[config.mk]
export PLATFORM = sky130hd
export DESIGN_NAME = bech32_address_to_script_core
export DESIGN_NICKNAME = d
export VERILOG_FILES = /design/src/rtl/core/b32s_pkg.sv /design/src/rtl/core/b32s_ctrl.sv /design/src/rtl/core/b32s_dp.sv /design/src/rtl/core/bech32_address_to_script_core.sv
export SDC_FILE = /design/constraint.sdc
export NUM_CORES = 1
export LEC_CHECK = 0
export ABC_AREA = 1
export BUFFER_PORTS_ARGS = -buffer_cell sky130_fd_sc_hd__buf_2
export CAP_MARGIN = 20
export CORE_UTILIZATION = 45
export DETAILED_ROUTE_END_ITERATION = 8
export GPL_TIMING_DRIVEN = 0
export PLACE_DENSITY = 0.6
export SLEW_MARGIN = 25
export SYNTH_ARGS = -nofsm -noshare
export SYNTH_HDL_FRONTEND = slang
export SYNTH_SLANG_ARGS = --single-unit
export TNS_END_PERCENT = 5
[constraint.sdc]
create_clock -name clk -period 5.8 [get_ports clk]
set_clock_uncertainty 0.2 [all_clocks]
set_input_delay 0.58 -clock clk [delete_from_list [all_inputs] [get_ports clk]]
set_output_delay 0.58 -clock clk [all_outputs]
set_load 0.01 [all_outputs]
[src/rtl/core/b32s_pkg.sv]
// b32s_pkg: shared types, constants and functions for the segwit address decoder
// holds the polymod step, charset lookup and controller/datapath command structs
// depends on nothing
package b32s_pkg;

  // status codes, also used for the sticky error register
  localparam logic [1:0] STATUS_OK      = 2'd0;
  localparam logic [1:0] STATUS_INVALID = 2'd1;
  localparam logic [1:0] STATUS_BASE58  = 2'd2;

  localparam int          VC_W          = 7;
  localparam logic [6:0]  VC_SAT        = 7'd127;
  localparam int          DELAY_DEPTH   = 6;
  localparam logic [29:0] BECH32_CONST  = 30'h0000001;
  localparam logic [29:0] BECH32M_CONST = 30'h2bc830a3;
  localparam logic [7:0]  CAP_RESET     = 8'd34;

  localparam logic [7:0] OP_V0    = 8'h00;
  localparam logic [7:0] OP_V1    = 8'h51;
  localparam logic [7:0] PUSH_20  = 8'h14;
  localparam logic [7:0] PUSH_32  = 8'h20;
  localparam logic [5:0] LEN_WPKH = 6'd22;
  localparam logic [5:0] LEN_32   = 6'd34;

  localparam logic [29:0] GEN0 = 30'h3b6a57b2;
  localparam logic [29:0] GEN1 = 30'h26508e6d;
  localparam logic [29:0] GEN2 = 30'h1ea119fa;
  localparam logic [29:0] GEN3 = 30'h3d4233dd;
  localparam logic [29:0] GEN4 = 30'h2a1462b3;

  typedef enum logic [1:0] {
    SEL_HEAD0,
    SEL_HEAD1,
    SEL_PROG,
    SEL_ERR
  } out_sel_t;

  typedef struct packed {
    logic       take;
    logic       eval;
    logic       load_out;
    out_sel_t   out_sel;
    logic       last;
    logic [5:0] idx_next;
  } dp_cmd_t;

  typedef struct packed {
    logic       out_free;
    logic [5:0] len;
  } dp_sts_t;

  // one bch polymod step over gf(32)
  function automatic logic [29:0] pm_step(input logic [29:0] acc, input logic [4:0] v);
    logic [29:0] r;
    r = {acc[24:0], v};
    if (acc[25]) r = r ^ GEN0;
    if (acc[26]) r = r ^ GEN1;
    if (acc[27]) r = r ^ GEN2;
    if (acc[28]) r = r ^ GEN3;
    if (acc[29]) r = r ^ GEN4;
    return r;
  endfunction

  // accumulator after the expanded "bc" prefix 3 3 0 2 3, from the start value 1
  localparam logic [29:0] PREFIX_ACC =
    pm_step(pm_step(pm_step(pm_step(pm_step(30'd1, 5'd3), 5'd3), 5'd0), 5'd2), 5'd3);

  // charset lookup: bit 5 is hit, bits 4:0 the value
  function automatic logic [5:0] charset_lookup(input logic [7:0] c);
    logic [5:0] r;
    case (c)
      "q": r = {1'b1, 5'd0};
      "p": r = {1'b1, 5'd1};
      "z": r = {1'b1, 5'd2};
      "r": r = {1'b1, 5'd3};
      "y": r = {1'b1, 5'd4};
      "9": r = {1'b1, 5'd5};
      "x": r = {1'b1, 5'd6};
      "8": r = {1'b1, 5'd7};
      "g": r = {1'b1, 5'd8};
      "f": r = {1'b1, 5'd9};
      "2": r = {1'b1, 5'd10};
      "t": r = {1'b1, 5'd11};
      "v": r = {1'b1, 5'd12};
      "d": r = {1'b1, 5'd13};
      "w": r = {1'b1, 5'd14};
      "0": r = {1'b1, 5'd15};
      "s": r = {1'b1, 5'd16};
      "3": r = {1'b1, 5'd17};
      "j": r = {1'b1, 5'd18};
      "n": r = {1'b1, 5'd19};
      "5": r = {1'b1, 5'd20};
      "4": r = {1'b1, 5'd21};
      "k": r = {1'b1, 5'd22};
      "h": r = {1'b1, 5'd23};
      "c": r = {1'b1, 5'd24};
      "e": r = {1'b1, 5'd25};
      "6": r = {1'b1, 5'd26};
      "m": r = {1'b1, 5'd27};
      "u": r = {1'b1, 5'd28};
      "a": r = {1'b1, 5'd29};
      "7": r = {1'b1, 5'd30};
      "l": r = {1'b1, 5'd31};
      default: r = 6'd0;
    endcase
    return r;
  endfunction

endpackage

[src/rtl/core/b32s_ctrl.sv]
// b32s_ctrl: sequencer for the address decoder
// steps char intake, verdict and script beat emission; drives b32s_dp through dp_cmd_t
// depends on b32s_pkg
module b32s_ctrl (
  input  logic              clk,
  input  logic              rst,
  input  logic              char_valid,
  input  logic              is_last,
  output logic              char_ready,
  output b32s_pkg::dp_cmd_t cmd,
  input  b32s_pkg::dp_sts_t sts
);

  typedef enum logic [1:0] {
    S_IN,
    S_EVAL,
    S_EMIT
  } state_t;

  state_t     state;
  logic [5:0] k;
  logic       final_beat;

  assign char_ready = (state == S_IN);
  assign final_beat = (sts.len == 6'd0) || (k == sts.len - 6'd1);

  always_comb begin
    cmd          = '0;
    cmd.out_sel  = b32s_pkg::SEL_ERR;
    cmd.take     = char_valid && (state == S_IN);
    cmd.eval     = (state == S_EVAL);
    cmd.load_out = (state == S_EMIT) && sts.out_free;
    cmd.last     = final_beat;
    if (sts.len == 6'd0) begin
      cmd.out_sel = b32s_pkg::SEL_ERR;
    end else if (k == 6'd0) begin
      cmd.out_sel = b32s_pkg::SEL_HEAD0;
    end else if (k == 6'd1) begin
      cmd.out_sel = b32s_pkg::SEL_HEAD1;
    end else begin
      cmd.out_sel = b32s_pkg::SEL_PROG;
    end
    // program read runs one beat ahead of the output register
    cmd.idx_next = cmd.load_out ? (k + 6'd1) : k;
  end

  always_ff @(posedge clk) begin
    if (rst) begin
      state <= S_IN;
      k     <= 6'd0;
    end else begin
      unique case (state)
        S_IN: begin
          if (char_valid && is_last) begin
            state <= S_EVAL;
          end
        end
        S_EVAL: begin
          state <= S_EMIT;
          k     <= 6'd0;
        end
        S_EMIT: begin
          if (sts.out_free) begin
            k <= k + 6'd1;
            if (final_beat) begin
              state <= S_IN;
            end
          end
        end
        default: state <= S_IN;
      endcase
    end
  end

`ifndef SYNTHESIS
  a_eval_then_emit: assert property (@(posedge clk) disable iff (rst)
    state == S_EVAL |=> state == S_EMIT)
    else $error("verdict cycle not followed by emission");
  a_k_in_range: assert property (@(posedge clk) disable iff (rst)
    (state == S_EMIT && sts.len != 6'd0) |-> k < sts.len)
    else $error("beat index past script length");
  a_no_take_in_emit: assert property (@(posedge clk) disable iff (rst)
    cmd.take |-> !cmd.load_out && !cmd.eval)
    else $error("char taken while verdict or emission active");
`endif

endmodule

[src/rtl/core/b32s_dp.sv]
// b32s_dp: datapath of the address decoder
// char checks, polymod, value delay, 5-to-8 bit regrouper, program memory, output register
// depends on b32s_pkg
module b32s_dp #(
  parameter int MAX_ADDR_CHARS    = 127,
  parameter int MAX_PROGRAM_BYTES = 40
) (
  input  logic              clk,
  input  logic              rst,
  input  b32s_pkg::dp_cmd_t cmd,
  output b32s_pkg::dp_sts_t sts,
  input  logic [7:0]        addr_char,
  input  logic              cfg_we,
  input  logic [7:0]        cfg_wdata,
  output logic              byte_valid,
  input  logic              byte_ready,
  output logic [7:0]        script_byte,
  output logic [5:0]        script_length,
  output logic [1:0]        status,
  output logic              last_byte
);

  localparam int CPW = $clog2(MAX_ADDR_CHARS + 1);
  localparam int PCW = $clog2(MAX_PROGRAM_BYTES + 1);
  localparam int AW  = $clog2(MAX_PROGRAM_BYTES);

  logic [7:0]  out_capacity;
  logic [CPW-1:0] char_position, char_position_next;
  logic [1:0]  error_seen, error_seen_next;
  logic [29:0] checksum_acc, checksum_acc_next;
  logic [6:0]  value_count, value_count_next;
  logic [4:0]  witness_version, witness_version_next;
  logic [4:0]  value_delay [b32s_pkg::DELAY_DEPTH];
  logic [4:0]  value_delay_next [b32s_pkg::DELAY_DEPTH];
  logic [11:0] bit_accumulator, bit_accumulator_next;
  logic [2:0]  pending_bits, pending_bits_next;
  logic [PCW-1:0] program_count, program_count_next;

  logic [7:0]  prog_mem [MAX_PROGRAM_BYTES];
  logic        mem_we;
  logic [7:0]  mem_wdata;
  logic [AW-1:0] rd_addr;
  logic [7:0]  rd_q;

  logic [7:0]  c_low;
  logic [5:0]  lookup;
  logic [11:0] acc12;
  logic [3:0]  bits;

  logic [5:0]  len_q;
  logic [7:0]  head0_q, head1_q;
  logic [1:0]  code_q;

  logic [29:0] want;
  logic        pad_ok, check_ok, fits;
  logic [5:0]  len_c;
  logic [7:0]  head0_c, head1_c;

  assign c_low  = (addr_char >= "A" && addr_char <= "Z") ? (addr_char + 8'd32) : addr_char;
  assign lookup = b32s_pkg::charset_lookup(c_low);

  always_comb begin
    char_position_next   = char_position;
    error_seen_next      = error_seen;
    checksum_acc_next    = checksum_acc;
    value_count_next     = value_count;
    witness_version_next = witness_version;
    value_delay_next     = value_delay;
    bit_accumulator_next = bit_accumulator;
    pending_bits_next    = pending_bits;
    program_count_next   = program_count;
    mem_we               = 1'b0;
    acc12                = {bit_accumulator[6:0], value_delay[0]};
    bits                 = {1'b0, pending_bits} + 4'd5;
    mem_wdata            = 8'(acc12 >> bits);
    if (cmd.eval) begin
      char_position_next   = '0;
      error_seen_next      = b32s_pkg::STATUS_OK;
      checksum_acc_next    = 30'd1;
      value_count_next     = '0;
      witness_version_next = '0;
      for (int i = 0; i < b32s_pkg::DELAY_DEPTH; i++) value_delay_next[i] = '0;
      bit_accumulator_next = '0;
      pending_bits_next    = '0;
      program_count_next   = '0;
    end else if (cmd.take && char_position < CPW'(MAX_ADDR_CHARS)) begin
      char_position_next = char_position + CPW'(1);
      if (error_seen == b32s_pkg::STATUS_OK) begin
        if (char_position == CPW'(0)) begin
          if (c_low == "1" || c_low == "3") begin
            error_seen_next = b32s_pkg::STATUS_BASE58;
          end else if (c_low != "b") begin
            error_seen_next = b32s_pkg::STATUS_INVALID;
          end
        end else if (char_position == CPW'(1)) begin
          if (c_low != "c") error_seen_next = b32s_pkg::STATUS_INVALID;
        end else if (char_position == CPW'(2)) begin
          if (c_low != "1") begin
            error_seen_next = b32s_pkg::STATUS_INVALID;
          end else begin
            checksum_acc_next = b32s_pkg::PREFIX_ACC;
          end
        end else if (!lookup[5]) begin
          error_seen_next = b32s_pkg::STATUS_INVALID;
        end else begin
          checksum_acc_next = b32s_pkg::pm_step(checksum_acc, lookup[4:0]);
          if (value_count == 7'd0) begin
            witness_version_next = lookup[4:0];
          end else begin
            if (value_count >= 7'd7) begin
              if (bits >= 4'd8) begin
                bits = bits - 4'd8;
                mem_wdata = 8'(acc12 >> bits);
                if (program_count >= PCW'(MAX_PROGRAM_BYTES)) begin
                  error_seen_next = b32s_pkg::STATUS_INVALID;
                end else begin
                  mem_we             = 1'b1;
                  program_count_next = program_count + PCW'(1);
                end
              end
              bit_accumulator_next = acc12;
              pending_bits_next    = bits[2:0];
            end
            for (int i = 0; i < b32s_pkg::DELAY_DEPTH - 1; i++) begin
              value_delay_next[i] = value_delay[i+1];
            end
            value_delay_next[b32s_pkg::DELAY_DEPTH-1] = lookup[4:0];
          end
          if (value_count < b32s_pkg::VC_SAT) value_count_next = value_count + 7'd1;
        end
      end
    end
  end

  // verdict on the state left by the last char
  always_comb begin
    want     = (witness_version == 5'd0) ? b32s_pkg::BECH32_CONST : b32s_pkg::BECH32M_CONST;
    pad_ok   = (pending_bits < 3'd5) &&
               ((bit_accumulator[7:0] & ((8'd1 << pending_bits) - 8'd1)) == 8'd0);
    check_ok = (error_seen == b32s_pkg::STATUS_OK) && (char_position >= CPW'(3)) &&
               (value_count >= 7'd8) && (checksum_acc == want) && pad_ok;
    len_c    = 6'd0;
    head0_c  = b32s_pkg::OP_V0;
    head1_c  = b32s_pkg::PUSH_20;
    if (check_ok) begin
      if (witness_version == 5'd0 && program_count == PCW'(20)) begin
        len_c = b32s_pkg::LEN_WPKH;
      end else if (witness_version == 5'd0 && program_count == PCW'(32)) begin
        len_c   = b32s_pkg::LEN_32;
        head1_c = b32s_pkg::PUSH_32;
      end else if (witness_version == 5'd1 && program_count == PCW'(32)) begin
        len_c   = b32s_pkg::LEN_32;
        head0_c = b32s_pkg::OP_V1;
        head1_c = b32s_pkg::PUSH_32;
      end
    end
    fits = (len_c != 6'd0) && ({2'b00, len_c} <= out_capacity);
  end

  always_ff @(posedge clk) begin
    if (rst) begin
      out_capacity    <= b32s_pkg::CAP_RESET;
      char_position   <= '0;
      error_seen      <= b32s_pkg::STATUS_OK;
      checksum_acc    <= 30'd1;
      value_count     <= '0;
      witness_version <= '0;
      for (int i = 0; i < b32s_pkg::DELAY_DEPTH; i++) value_delay[i] <= '0;
      bit_accumulator <= '0;
      pending_bits    <= '0;
      program_count   <= '0;
      len_q           <= '0;
      code_q          <= b32s_pkg::STATUS_OK;
      byte_valid      <= 1'b0;
    end else begin
      if (cfg_we) out_capacity <= cfg_wdata;
      char_position   <= char_position_next;
      error_seen      <= error_seen_next;
      checksum_acc    <= checksum_acc_next;
      value_count     <= value_count_next;
      witness_version <= witness_version_next;
      value_delay     <= value_delay_next;
      bit_accumulator <= bit_accumulator_next;
      pending_bits    <= pending_bits_next;
      program_count   <= program_count_next;
      if (cmd.eval) begin
        if (error_seen == b32s_pkg::STATUS_BASE58) begin
          len_q  <= 6'd0;
          code_q <= b32s_pkg::STATUS_BASE58;
        end else if (fits) begin
          len_q  <= len_c;
          code_q <= b32s_pkg::STATUS_OK;
        end else begin
          len_q  <= 6'd0;
          code_q <= b32s_pkg::STATUS_INVALID;
        end
      end
      if (cmd.load_out) begin
        byte_valid <= 1'b1;
      end else if (byte_ready) begin
        byte_valid <= 1'b0;
      end
    end
  end

  always_ff @(posedge clk) begin
    if (cmd.eval) begin
      head0_q <= head0_c;
      head1_q <= head1_c;
    end
    if (cmd.load_out) begin
      last_byte     <= cmd.last;
      script_length <= len_q;
      case (cmd.out_sel)
        b32s_pkg::SEL_HEAD0: begin
          script_byte <= head0_q;
          status      <= b32s_pkg::STATUS_OK;
        end
        b32s_pkg::SEL_HEAD1: begin
          script_byte <= head1_q;
          status      <= b32s_pkg::STATUS_OK;
        end
        b32s_pkg::SEL_PROG: begin
          script_byte <= rd_q;
          status      <= b32s_pkg::STATUS_OK;
        end
        default: begin
          script_byte <= 8'd0;
          status      <= code_q;
        end
      endcase
    end
  end

  // program byte store, one write and one registered read per cycle
  assign rd_addr = AW'(cmd.idx_next - 6'd2);

  always_ff @(posedge clk) begin
    if (mem_we) prog_mem[program_count[AW-1:0]] <= mem_wdata;
    rd_q <= prog_mem[rd_addr];
  end

  assign sts = '{out_free: (!byte_valid || byte_ready), len: len_q};

`ifndef SYNTHESIS
  a_clear_after_eval: assert property (@(posedge clk) disable iff (rst)
    cmd.eval |=> (char_position == '0 && checksum_acc == 30'd1 && program_count == '0))
    else $error("address state not cleared after verdict");
  a_error_beat_shape: assert property (@(posedge clk) disable iff (rst)
    (byte_valid && status != b32s_pkg::STATUS_OK) |->
      (last_byte && script_length == 6'd0 && script_byte == 8'd0))
    else $error("error beat with payload");
  a_prog_count_bound: assert property (@(posedge clk) disable iff (rst)
    program_count <= PCW'(MAX_PROGRAM_BYTES))
    else $error("program count past store depth");
`endif

endmodule

[src/rtl/core/bech32_address_to_script_core.sv]
// bech32_address_to_script_core: segwit mainnet address to output script, top level
// joins the sequencer b32s_ctrl and the datapath b32s_dp
// depends on b32s_pkg, b32s_ctrl, b32s_dp
//
//  channel   handshake                payload
//  -------   ---------------------    -------------------------------------------
//  char in   char_valid/char_ready    addr_char, is_last
//  script    byte_valid/byte_ready    script_byte, script_length, status, last_byte
//  config    cfg_we                   cfg_wdata (out_capacity, reset 34)
//
//  one char beat per cycle while the address streams in (polymod step per data-part char)
//  after the last char: a verdict step, then one script beat per cycle unless byte_ready
//  stalls, 22 or 34 beats, or a single error beat; char_ready is low over that burst
//  a stalled byte_ready holds the output register and freezes the burst
//  sync reset clears all control state; the program byte store is not cleared
module bech32_address_to_script_core #(
  parameter int MAX_ADDR_CHARS    = 127,
  parameter int MAX_PROGRAM_BYTES = 40
) (
  input  logic       clk,
  input  logic       rst,
  input  logic       char_valid,
  output logic       char_ready,
  input  logic [7:0] addr_char,
  input  logic       is_last,
  output logic       byte_valid,
  input  logic       byte_ready,
  output logic [7:0] script_byte,
  output logic [5:0] script_length,
  output logic [1:0] status,
  output logic       last_byte,
  input  logic       cfg_we,
  input  logic [7:0] cfg_wdata
);

  // command and status between sequencer and datapath
  b32s_pkg::dp_cmd_t cmd;
  b32s_pkg::dp_sts_t sts;

  // sequencer: intake, verdict, emission
  b32s_ctrl u_ctrl (
    .clk        (clk),
    .rst        (rst),
    .char_valid (char_valid),
    .is_last    (is_last),
    .char_ready (char_ready),
    .cmd        (cmd),
    .sts        (sts)
  );

  // datapath: checks, checksum, regrouper, byte store, output register
  b32s_dp #(
    .MAX_ADDR_CHARS    (MAX_ADDR_CHARS),
    .MAX_PROGRAM_BYTES (MAX_PROGRAM_BYTES)
  ) u_dp (
    .clk           (clk),
    .rst           (rst),
    .cmd           (cmd),
    .sts           (sts),
    .addr_char     (addr_char),
    .cfg_we        (cfg_we),
    .cfg_wdata     (cfg_wdata),
    .byte_valid    (byte_valid),
    .byte_ready    (byte_ready),
    .script_byte   (script_byte),
    .script_length (script_length),
    .status        (status),
    .last_byte     (last_byte)
  );

endmodule

==> out/metrics.cfg, run 1 <==
[global_routing]
grt_pass1_wl_um = 94240
grt_overflow = 0
grt_pass1_vias = 15870
grt_max_degree = 41
gr-usage-all-layers_pct = 25.20
grt_antenna_before_repair = 0

[power_and_ir_drop]
power_frac_clock_pct = 45.8
switching_share_pct = 22.32
intPower_mw = 5.578
p_comb_share_pct = 4.8
power-per-cell-area_nw_per_um2 = 290.5
p_sw_mw = 1.603
p_leak_nw = 9.681
pwr-share-seq_pct = 49.3
irDropWorstVdd_mv = 0.1998

[sta]
timing.fmax_ghz = 0.2075
hold_viol = 0
rsz0062_at_grt = false
setup_viol = 0
setup_ws_ns = 0.9799
fin_crit_sh_pct = 83.11
finalMaxSlewViolations = 0
tightest_slew_ns = 1.052
min_period_ns = 4.820
hold_slack_ns = 0.06960
slew_headroom_pct = 29.62

[clock_tree]
clock_sinks = 465
clk_pin_slew_ns = 0.06
clk_latency_ns = 0.61
cts_tree = done
ctsRootBufferMaster = clkbuf_16
cts_max_level = 2
cts_made_buffers = 50
clock_path_buffers = 3
post_cts_resized = 0

[yosys]
synth_flop_cell = edfxtp_1
yosys-top-cells-count = nand2_1 (518), edfxtp_1 (337), nor2_1 (296), o21ai_0 (176), nand3_1 (163)
yosysTopAreaCell = edfxtp_1
yosysMostFrequentCell = nand2_1
synth_warnings = 0
synthCells = 2326
ys_ff_latch = 465
synth_top_area_share_pct = 46.58
synthDistinctLibCells = 49
synth_area_um2 = 21720
synth.area.top_cells = edfxtp_1 (47%), dfxtp_1 (12%), nand2_1 (9.0%)
async_flop_share_pct = 0
seq_area_frac_synth_pct = 58.38
avgSynthCellArea_um2 = 9.339
synth_edf_count = 337

[placement]
gp_congestion = 0.9642
io_buffers = 36
preCtsSetupSlack_ns = 0.8250
dp.final_hpwl_um = 43430
numPlacedInstances = 2985

[final_layout]
num-nets-final = 2483
fin_cells = 3084
drive_gt1_share_pct = 10.21
area_growth_pct = 13.79
antennaDiodeCount = 0
nFillCells = 4325

[setup_path]
crit_path_start_kind = register
end_kind = register
path_common_cell = nand3_1
path_class = reg2reg
cp_data_required_time_ns = 6.07
slowest_stage = buf_1
cp_max_fo = 10
cp.arrival_ns = 5.09
cp_cell_sequence = inv_1, ha_1, nand2_1, o21ai_2, inv_1, buf_2, buf_1, ha_1, clkbuf_1, clkbuf_1, o211ai_1, nand3_1, nand3_1, nand3_1, nand2_1
crit_path_max_incr_delay_ns = 0.73

[drt]
viasPerCell = 5.489
wirelength_um = 62060
first_pass_iters = 6
ant_nets = 0
via_count = 16930
wl_per_cell_um = 20.12
drc = 0
dr.first_iter.drc_count = 1719

[die]
design.die.area_um2 = 49160
pin_count = 41
dieWidth_um = 221.7
die_height_um = 221.7
core_area_um2 = 47650
rows = 80
initial_core_util_pct = 45.59

[min_path]
hold_path_class = in2reg

[flow_run]
cap_viol_max_count = 0

[outcome]
status = completed

==> repair_timing <==
item | 4_1_cts | 5_1_grt
hold buffers | 7 | 0
buffers inserted | 0 | 0
endpoints found under the setup margin | 0 | 0
endpoints found under the hold margin | 6 | 0
==> power by group through the flow <==
stage / sequential, mW / clock [mW] / combinational, mW
after CTS: 3.54 / 3.33 / 0.345
after global routing: 3.54 / 3.46 / 0.384
after global placement: 3.61 / 0 / 0.337
after detailed placement: 3.61 / 0 / 0.340
after floorplan: 3.61 / 0 / 0.224
final: 3.54 / 3.29 / 0.348
==> through the flow <==
step	util (%)	instance area (µm²)	power, mW	setup TNS [ns]
global placement	47.59	22680	3.948	-190.67
global route	51.88	24720	7.387	0
floorplan	-	21730	3.835	0
CTS	51.88	24720	7.218	0
detailed placement	48.15	22940	3.952	0
finish	51.88	24720	7.181	0
==> final cells by class <==
cell class / count / area (µm²) / area share, %
plain buffers: 109 / 519.2 / 2.101
clock buffers: 69 / 1384 / 5.598
clock inverters: 23 / 319.1 / 1.291
inverters: 178 / 670.6 / 2.713
multi-input cells: 1575 / 7931 / 32.09
flip-flops and latches: 465 / 12680 / 51.31
well taps: 615 / 769.5 / 3.113
repair buffers: 50 / 442.9 / 1.792
==> sequential cells by signal (all words and copies together) (netlist names), 5 cells and up <==
| register | count |
|---|---|
| u_dp.acc12 | 5 |
| u_dp.bit_accumulator | 8 |
| u_ctrl.k | 6 |
| u_dp.witness_version | 5 |
| u_dp.char_position | 7 |
| u_dp.out_capacity | 8 |
| u_dp.script_byte | 8 |
| u_dp.value_delay | 25 |
| u_dp.value_count | 7 |
| u_dp.rd_q | 8 |
| u_dp.prog_mem | 320 |
| u_dp.checksum_acc | 30 |
| u_dp.program_count | 6 |
==> routing by layer <==
layer  vias up  GRT usage [%]  wire length (µm)
li1       8100              -                 -
met1      8084          34.58             26570
met2       614          40.82             28900
met3       130          4.108              4699
met4         0          8.087              1887
met5         -              0                 0
==> layout by cell type (no fill, tap or decap), types with 19 or more instances in the layout <==
master,netlist,routed
nand3_1,163,163
ha_1,32,32
o21ai_1,32,31
a21oi_1,72,72
clkbuf_1,62,76
edfxtp_1,337,337
o21ai_0,176,172
nor2_1,296,290
xnor2_1,19,19
buf_2,31,67
nand2_1,518,518
inv_1,161,159
o22ai_1,20,20
nand4_1,22,22
o211ai_1,71,71
xor2_1,37,37
nor3_1,25,25
clkbuf_16,0,51
or2_2,24,24
dfxtp_1,128,128
==> critical path, delay by kind of cell (launching register included) <==
| family | cells | cell delay [ns] |
|---|---|---|
| and+or+nand+nor | 5 | 0.77 |
| buffers and inverters | 6 | 2.10 |
| AOI/OAI and AO/OA | 2 | 0.46 |
| adders and majority gates | 2 | 0.67 |
| DFF | 1 | 0.46 |
==> worst paths after layout <==
kind / slack (ns) / to / depth (start not counted) / startpoint
hold / removal: 0.07 / u_dp.out_capacity[3]$_SDFFE_PP0P_ / 3 / cfg_wdata[3]
hold reg to reg: 0.27 / u_dp.value_count[6]$_SDFFE_PP0P_ / 2 / u_dp.value_count[6]$_SDFFE_PP0P_
setup reg to reg: 0.98 / u_dp.rd_q[7]$_DFF_P_ / 15 / u_ctrl.k[0]$_SDFFE_PP0P_
setup / recovery: 0.98 / u_dp.rd_q[7]$_DFF_P_ / 15 / u_ctrl.k[0]$_SDFFE_PP0P_
==> logic make-up after synthesis <==
logic type / count (synthesis) / synth area share [%]
compound gates: 389 / 10.14
mux: 2 / 0.09216
xor+xnor: 59 / 2.482
fa+ha+maj: 32 / 1.843
buf+inv: 287 / 5.477
other cells: 1 / 0.01726
flops: 465 / 58.38
simple gates: 1091 / 21.56
Power figures use the tool's default switching activity.
==> inputs of run 2 (changes only) <==
--- a/config.mk
+++ b/config.mk
@@ -5,13 +5,13 @@
 export SDC_FILE = /design/constraint.sdc
 export NUM_CORES = 1
 export LEC_CHECK = 0
-export ABC_AREA = 1
+export ABC_AREA = 0
 export BUFFER_PORTS_ARGS = -buffer_cell sky130_fd_sc_hd__buf_2
 export CAP_MARGIN = 20
 export CORE_UTILIZATION = 45
 export DETAILED_ROUTE_END_ITERATION = 8
 export GPL_TIMING_DRIVEN = 0
-export PLACE_DENSITY = 0.6
+export PLACE_DENSITY = 0.63
 export SLEW_MARGIN = 25
 export SYNTH_ARGS = -nofsm -noshare
 export SYNTH_HDL_FRONTEND = slang
==> constraint.sdc (replaced) <==
create_clock -name clk -period 4.1 [get_ports clk]
set_clock_uncertainty 0.2 [all_clocks]
set_input_delay 0.41 -clock clk [delete_from_list [all_inputs] [get_ports clk]]
set_output_delay 0.41 -clock clk [all_outputs]
set_load 0.01 [all_outputs]
==> run 2 against run 1 <==
Setup slack worse by 0.87 ns. Sequential share of layout area is 1.4 points lower. Non-clock buffer count is 22 higher. Global-route usage is 2.3 points lower. First-iteration DRC count is 28% lower. Combinational power is 6.9% lower. Routed wire length is 9.2% lower. Die area hardly changed. Via count is 14% lower. Critical path type unchanged. Clock-buffer cell count is 1 lower.
==> out/metrics.cfg, run 2 <==
[setup_path]
cp.arrival_ns = 4.28
path_class = reg2reg
path_delay_family = compound AO/OA/AOI/OAI gates
cp_cell_sequence = and2b_2, nand2_1, inv_1, clkbuf_4, a21o_1, inv_1, buf_8, ha_4, xnor2_4, xnor2_4, buf_6, mux4_1, o211a_1, o31a_1
cp_max_fo = 10
end_kind = register
cp_data_required_time_ns = 4.40
crit_path_max_incr_delay_ns = 0.58
cp_num_buf_inv = 5
crit_path_start_kind = register
slowest_stage = mux4_1

[clock_tree]
clock_sinks = 465
cts_tree = done
cts_max_level = 2
clock_path_buffers = 3
clk_latency_ns = 0.60
cts_made_buffers = 49
clk_pin_slew_ns = 0.06
ctsRootBufferMaster = clkbuf_16

[final_layout]
drive_gt1_share_pct = 20.35
largest_reg_flops = 320
mostFrequentLayoutCells = edfxtp_1 (337), nand2_1 (138), dfxtp_1 (123)
area_growth_pct = 17.16
layout_commonest_cell = edfxtp_1
num-nets-final = 1826
utilization_pct = 53.38

[yosys]
yosys-top-cells-count = edfxtp_1 (337), nand2_1 (138), dfxtp_1 (128), a21oi_1 (110), mux4_2 (104)
synth_edf_count = 337
synthCells = 1648
synth_top_area_share_pct = 46.62
ys_ff_latch = 465
synthDistinctLibCells = 72
avgSynthCellArea_um2 = 13.17
seq_area_frac_synth_pct = 58.42
synth_flop_cell = edfxtp_1
yosysMostFrequentCell = edfxtp_1
synth_area_um2 = 21710
synth_warnings = 0
yosysTopAreaCell = edfxtp_1
async_flop_share_pct = 0
synth.area.top_cells = edfxtp_1 (47%), dfxtp_1 (12%), mux4_2 (11%)

[global_routing]
grt_pass1_vias = 14500
grt_pass1_wl_um = 86620
gr-usage-all-layers_pct = 22.94
grt_antenna_before_repair = 1
grt_overflow = 0
grt_max_degree = 31

[sta]
setup_viol = 0
rsz0062_at_grt = true
hold_viol = 0
min_period_ns = 3.988
setup-tns-final_ns = 0
slew_headroom_pct = 27.23
tightest_slew_ns = 1.089
timing.fmax_ghz = 0.2507
finalMaxSlewViolations = 0
fin_crit_sh_pct = 97.27

[drt]
wirelength_um = 56370
viasPerCell = 5.997
drc = 0
wl_per_cell_um = 23.21
dr.first_iter.drc_count = 1246
ant_nets = 0
first_pass_iters = 8
via_count = 14570

[die]
core_area_um2 = 47650
rows = 80
initial_core_util_pct = 45.56
pin_count = 41
design.die.area_um2 = 49120
die_height_um = 221.6
dieWidth_um = 221.6

[power_and_ir_drop]
irDropWorstVdd_mv = 0.2411
p_leak_nw = 7.712
power-per-cell-area_nw_per_um2 = 375.1
total_power_mw = 9.539

[min_path]
hold_path_class = in2reg

[placement]
dp.final_hpwl_um = 39610
gp_congestion = 0.9176
io_buffers = 34

[outcome]
status = completed

[flow_run]
cap_viol_max_count = 0

run 2: what timing repair did:
item,in CTS,in global routing
pin swaps,17,13
gates resized for setup,77,35
hold endpoints to repair,12,0
setup endpoints to repair,491,65
hold buffers,10,0
setup buffers,5,11
run 2: logic make-up after synthesis:
family                     after synthesis  share of synthesized area, %
DFF                                    465                         58.42
buffers and inverters                  144                         2.795
and+or+nand+nor                        468                         10.39
muxes                                  199                         15.66
AOI/OAI and AO/OA                      269                         8.052
xor gates and xnor gates                70                         2.824
adders and majority gates               32                         1.844
other                                    1                       0.01727
run 2: per-layer routing:
| layer | vias up | wire length [µm] | track usage, % |
|---|---|---|---|
| met4 | 0 | 1544 | 6.698 |
| met3 | 105 | 3650 | 3.538 |
| li1 | 6621 | - | - |
| met2 | 522 | 27590 | 38.49 |
| met5 | - | 0 | 0 |
| met1 | 7319 | 23590 | 30.87 |
run 2: stage by stage:
stage | setup WS [ns] | instance area (µm²) | instances | hold WS [ns]
finish | 0.1119 | 25430 | 2429 | 0.04835
global route | -0.04798 | 25430 | 2429 | 0.03745
CTS | 0.003255 | 25220 | 2420 | 0.01472
detailed placement | -1.477 | 23180 | 2316 | 0.2462
global placement | -4.347 | 22650 | 2298 | 0.2404
floorplan | -0.5691 | 21710 | 1649 | 0.2257
run 2: where the power goes:
part           leakage, nW  total, mW  switching, mW  internal (mW)
clock                0.738       4.21           1.87           2.35
sequential            3.42       5.00         0.0120           4.99
combinational         3.55      0.324          0.203          0.121
total                 7.71       9.54           2.08           7.46
run 2: cell type report:
cell class              count  area (µm²)
flip-flops and latches    465       12690
inverters                  35       151.4
clock inverters            24       173.9
fillers                  3948       22210
plain buffers             103       503.0
multi-input cells        1040        9066
clock buffers              68        1368
repair buffers             78       709.4
well taps                 615       769.5
diodes                      1       2.502
run 2: path summary, 6_finish.rpt:
kind / end / depth (start not counted) / from / slack (ns)
hold / removal: u_dp.char_position[0]$_SDFFE_PP0P_ / 4 / char_valid / 0.05
setup / recovery: u_dp.rd_q[3]$_DFF_P_ / 14 / u_ctrl.state[0]$_SDFFE_PP0P_ / 0.11
setup reg to reg: u_dp.rd_q[3]$_DFF_P_ / 14 / u_ctrl.state[0]$_SDFFE_PP0P_ / 0.11
hold reg to reg: u_dp.value_delay[13]$_SDFFE_PP0P_ / 2 / u_dp.value_delay[13]$_SDFFE_PP0P_ / 0.25
run 2: worst reg2reg max path: stages, from the launching register on:
cell and delay (ns):
dfxtp_2 0.42, and2b_2 0.30, nand2_1 0.16, inv_1 0.09
clkbuf_4 0.20, a21o_1 0.25, inv_1 0.17, buf_8 0.20
ha_4 0.21, xnor2_4 0.15, xnor2_4 0.16, buf_6 0.18
mux4_1 0.59, o211a_1 0.31, o31a_1 0.30
==> inputs of run 3 (changes only) <==
--- a/config.mk
+++ b/config.mk
@@ -15,5 +15,6 @@
 export SLEW_MARGIN = 25
 export SYNTH_ARGS = -nofsm -noshare
 export SYNTH_HDL_FRONTEND = slang
+export SYNTH_HIERARCHICAL = 1
 export SYNTH_SLANG_ARGS = --single-unit
 export TNS_END_PERCENT = 5
==> run 3 against run 2 <==
Setup slack lost 0.051 ns. Cell area is 4.7% lower. Combinational power increased by 39%. Synthesized cell count shrank 9.0%. Clock power increased by 3%. Flip-flop and latch count did not move.
==> out/metrics.cfg, run 3 <==
[die]
die_height_um = 216.2
rows = 78
dieWidth_um = 216.2
design.die.area_um2 = 46740
core_area_um2 = 45280
pin_count = 41
initial_core_util_pct = 45.59

[yosys]
synth_warnings = 6
synth.area.top_cells = edfxtp_1 (49%), dfxtp_1 (12%), mux4_2 (11%)
ys_ff_latch = 465
yosysTopAreaCell = edfxtp_1
seq_area_frac_synth_pct = 61.43
synth_top_area_share_pct = 49.02
synth_edf_count = 337
synth_top_family_by_area = multiplexers
synth-compound-area-share_pct = 5.879
synthCells = 1499
async_flop_share_pct = 0
synthDistinctLibCells = 74
synth_area_um2 = 20640
synth_flop_cell = edfxtp_1
synth_xor_xnor_area_share_pct = 3.437
yosys-top-cells-count = edfxtp_1 (337), nor2_1 (137), dfxtp_1 (128), mux4_2 (99), nand2_1 (80)
yosysMostFrequentCell = edfxtp_1
synth-adder-area-share_pct = 1.879
synth_simple_gate_area_share_pct = 10.12
synthMuxAreaShare_pct = 14.48
avgSynthCellArea_um2 = 13.77

[global_routing]
grt_pass1_wl_um = 74560
grt_max_degree = 33
grt_pass1_vias = 12650
grt_antenna_before_repair = 0
grt_overflow = 0
gr-usage-all-layers_pct = 20.91

[clock_tree]
clock_path_buffers = 3
cts_made_buffers = 49
cts_max_level = 2
clock_sinks = 465
cts_tree = done
clk_pin_slew_ns = 0.06
clk_latency_ns = 0.60
ctsRootBufferMaster = clkbuf_16

[power_and_ir_drop]
power-per-cell-area_nw_per_um2 = 404.8
total_power_mw = 9.817
irDropWorstVdd_mv = 0.3140
p_leak_nw = 7.925

[sta]
slew_headroom_pct = 20.31
setup-tns-final_ns = 0
tightest_slew_ns = 1.195
finalMaxSlewViolations = 0
setup_viol = 0
setup_ws_ns = 0.06067
hold_viol = 0
rsz0062_at_grt = true
fin_crit_sh_pct = 98.52
min_period_ns = 4.039
timing.fmax_ghz = 0.2476

[final_layout]
drive_gt1_share_pct = 21.33
area_growth_pct = 17.47
nFillCells = 3719
num-nets-final = 1688
antennaDiodeCount = 0
fin_cells = 2274
layout_commonest_cell = edfxtp_1
largest_reg_flops = 320
mostFrequentLayoutCells = edfxtp_1 (337), nor2_1 (127), dfxtp_1 (126)

[drt]
drc = 0
via_count = 12980
viasPerCell = 5.710
wirelength_um = 48770
ant_nets = 0
dr.first_iter.drc_count = 1123
first_pass_iters = 5
wl_per_cell_um = 21.45

[setup_path]
cp_data_required_time_ns = 4.13
path_class = in2reg
crit_path_start_kind = primary input
cp.arrival_ns = 4.07
cp_max_fo = 9
end_kind = register

[flow_run]
cap_viol_max_count = 0

[placement]
gp_congestion = 0.8745
io_buffers = 37
dp.final_hpwl_um = 34100
numPlacedInstances = 2164
preCtsSetupSlack_ns = -2.175

[min_path]
hold_path_class = in2reg

[outcome]
status = completed

## run 3: changes by cell type in the layout (fill, tap and decap cells not counted), moves of 11 or more
cell,previous run,this run
nand2_1,138,80
nor3_4,23,1
nor4_4,1,12
nor3_2,11,0
mux2i_1,84,71
clkbuf_1,69,57
nor2_1,98,127
a21oi_1,105,54
o21ai_0,26,39
nor2_2,2,17
buf_2,43,56
a22oi_1,27,2
## run 3: what timing repair did
item,4_1_cts,5_1_grt
endpoints found under the hold margin,10,0
pin swaps,3,10
hold buffers,10,0
cloned,1,0
gates resized for setup,43,38
buffers inserted,5,7
endpoints found under the setup margin,178,336
## run 3: cell type report
cell class | count | area (µm²) | share of cell area (%)
inverters | 41 | 168.9 | 0.6965
repair buffers | 84 | 714.4 | 2.946
repair inverters | 1 | 5.005 | 0.02064
flip-flops and latches | 465 | 12680 | 52.31
clock buffers | 67 | 1370 | 5.650
clock inverters | 23 | 224.0 | 0.9235
plain buffers | 91 | 466.7 | 1.924
multi-input cells | 902 | 7866 | 32.44
well taps | 600 | 750.7 | 3.096
## run 3: critical path: stages
cell and delay (ns):
buf_2 0.15, inv_1 0.15, ha_1 0.30, nand2b_1 0.10, or4_1 0.53, a31oi_4 0.28, mux2_4 0.35, or4b_4 0.48
buf_6 0.18, or3_1 0.42, buf_2 0.23, nor2_2 0.47
## run 3: layer usage
layer  share of wire (%)  GRT usage, %  vias to the layer above
met5                   0             0                        -
met4                 2.5         6.408                        0
met3                 6.1         3.944                       77
met2                  47         33.39                      402
met1                  44         29.01                     6533
li1                    -             -                     5972
## run 3: final timing paths
check | startpoint | endpoint | slack, ns | depth (start not counted)
setup reg to reg | u_dp/char_position[0]$_SDFFE_PP0P_ | u_dp/prog_mem[26][0]$_DFFE_PP_ | 0.15 | 10
hold / removal | cfg_we | u_dp/out_capacity[5]$_SDFFE_PP1P_ | 0.14 | 3
setup / recovery | addr_char[1] | u_dp/prog_mem[26][0]$_DFFE_PP_ | 0.06 | 12
hold reg to reg | u_dp/witness_version[3]$_SDFFE_PP0P_ | u_dp/witness_version[3]$_SDFFE_PP0P_ | 0.28 | 2
## run 3: power by group
part / leakage [nW] / internal [mW] / switching, mW / total [mW]
Sequential: 4.03 / 5.00 / 0.0148 / 5.02
Combinational: 3.12 / 0.187 / 0.261 / 0.449
Clock: 0.781 / 2.54 / 1.81 / 4.35
Total: 7.93 / 7.73 / 2.09 / 9.82
## run 3: kinds of logic (layout without fill, tap and decap cells)
family	Yosys count	count (layout)
DFF	465	465
xor gates and xnor gates	81	81
muxes	174	174
adders and majority gates	31	31
buffers and inverters	135	307
AOI/OAI and AO/OA	189	189
other	1	4
and+or+nand+nor	423	423
## run 3: stage by stage
stage / cell area, µm² / utilization (%) / hold slack (ns)
3_3_place_gp: 21610 / 47.71 / 0.2734
6_report: 24250 / 53.55 / 0.1354
2_1_floorplan: 20670 / - / 0.2408
4_1_cts: 24030 / 53.07 / 0.1124
3_5_place_dp: 22150 / 48.91 / 0.2779
5_1_grt: 24250 / 53.55 / 0.1667
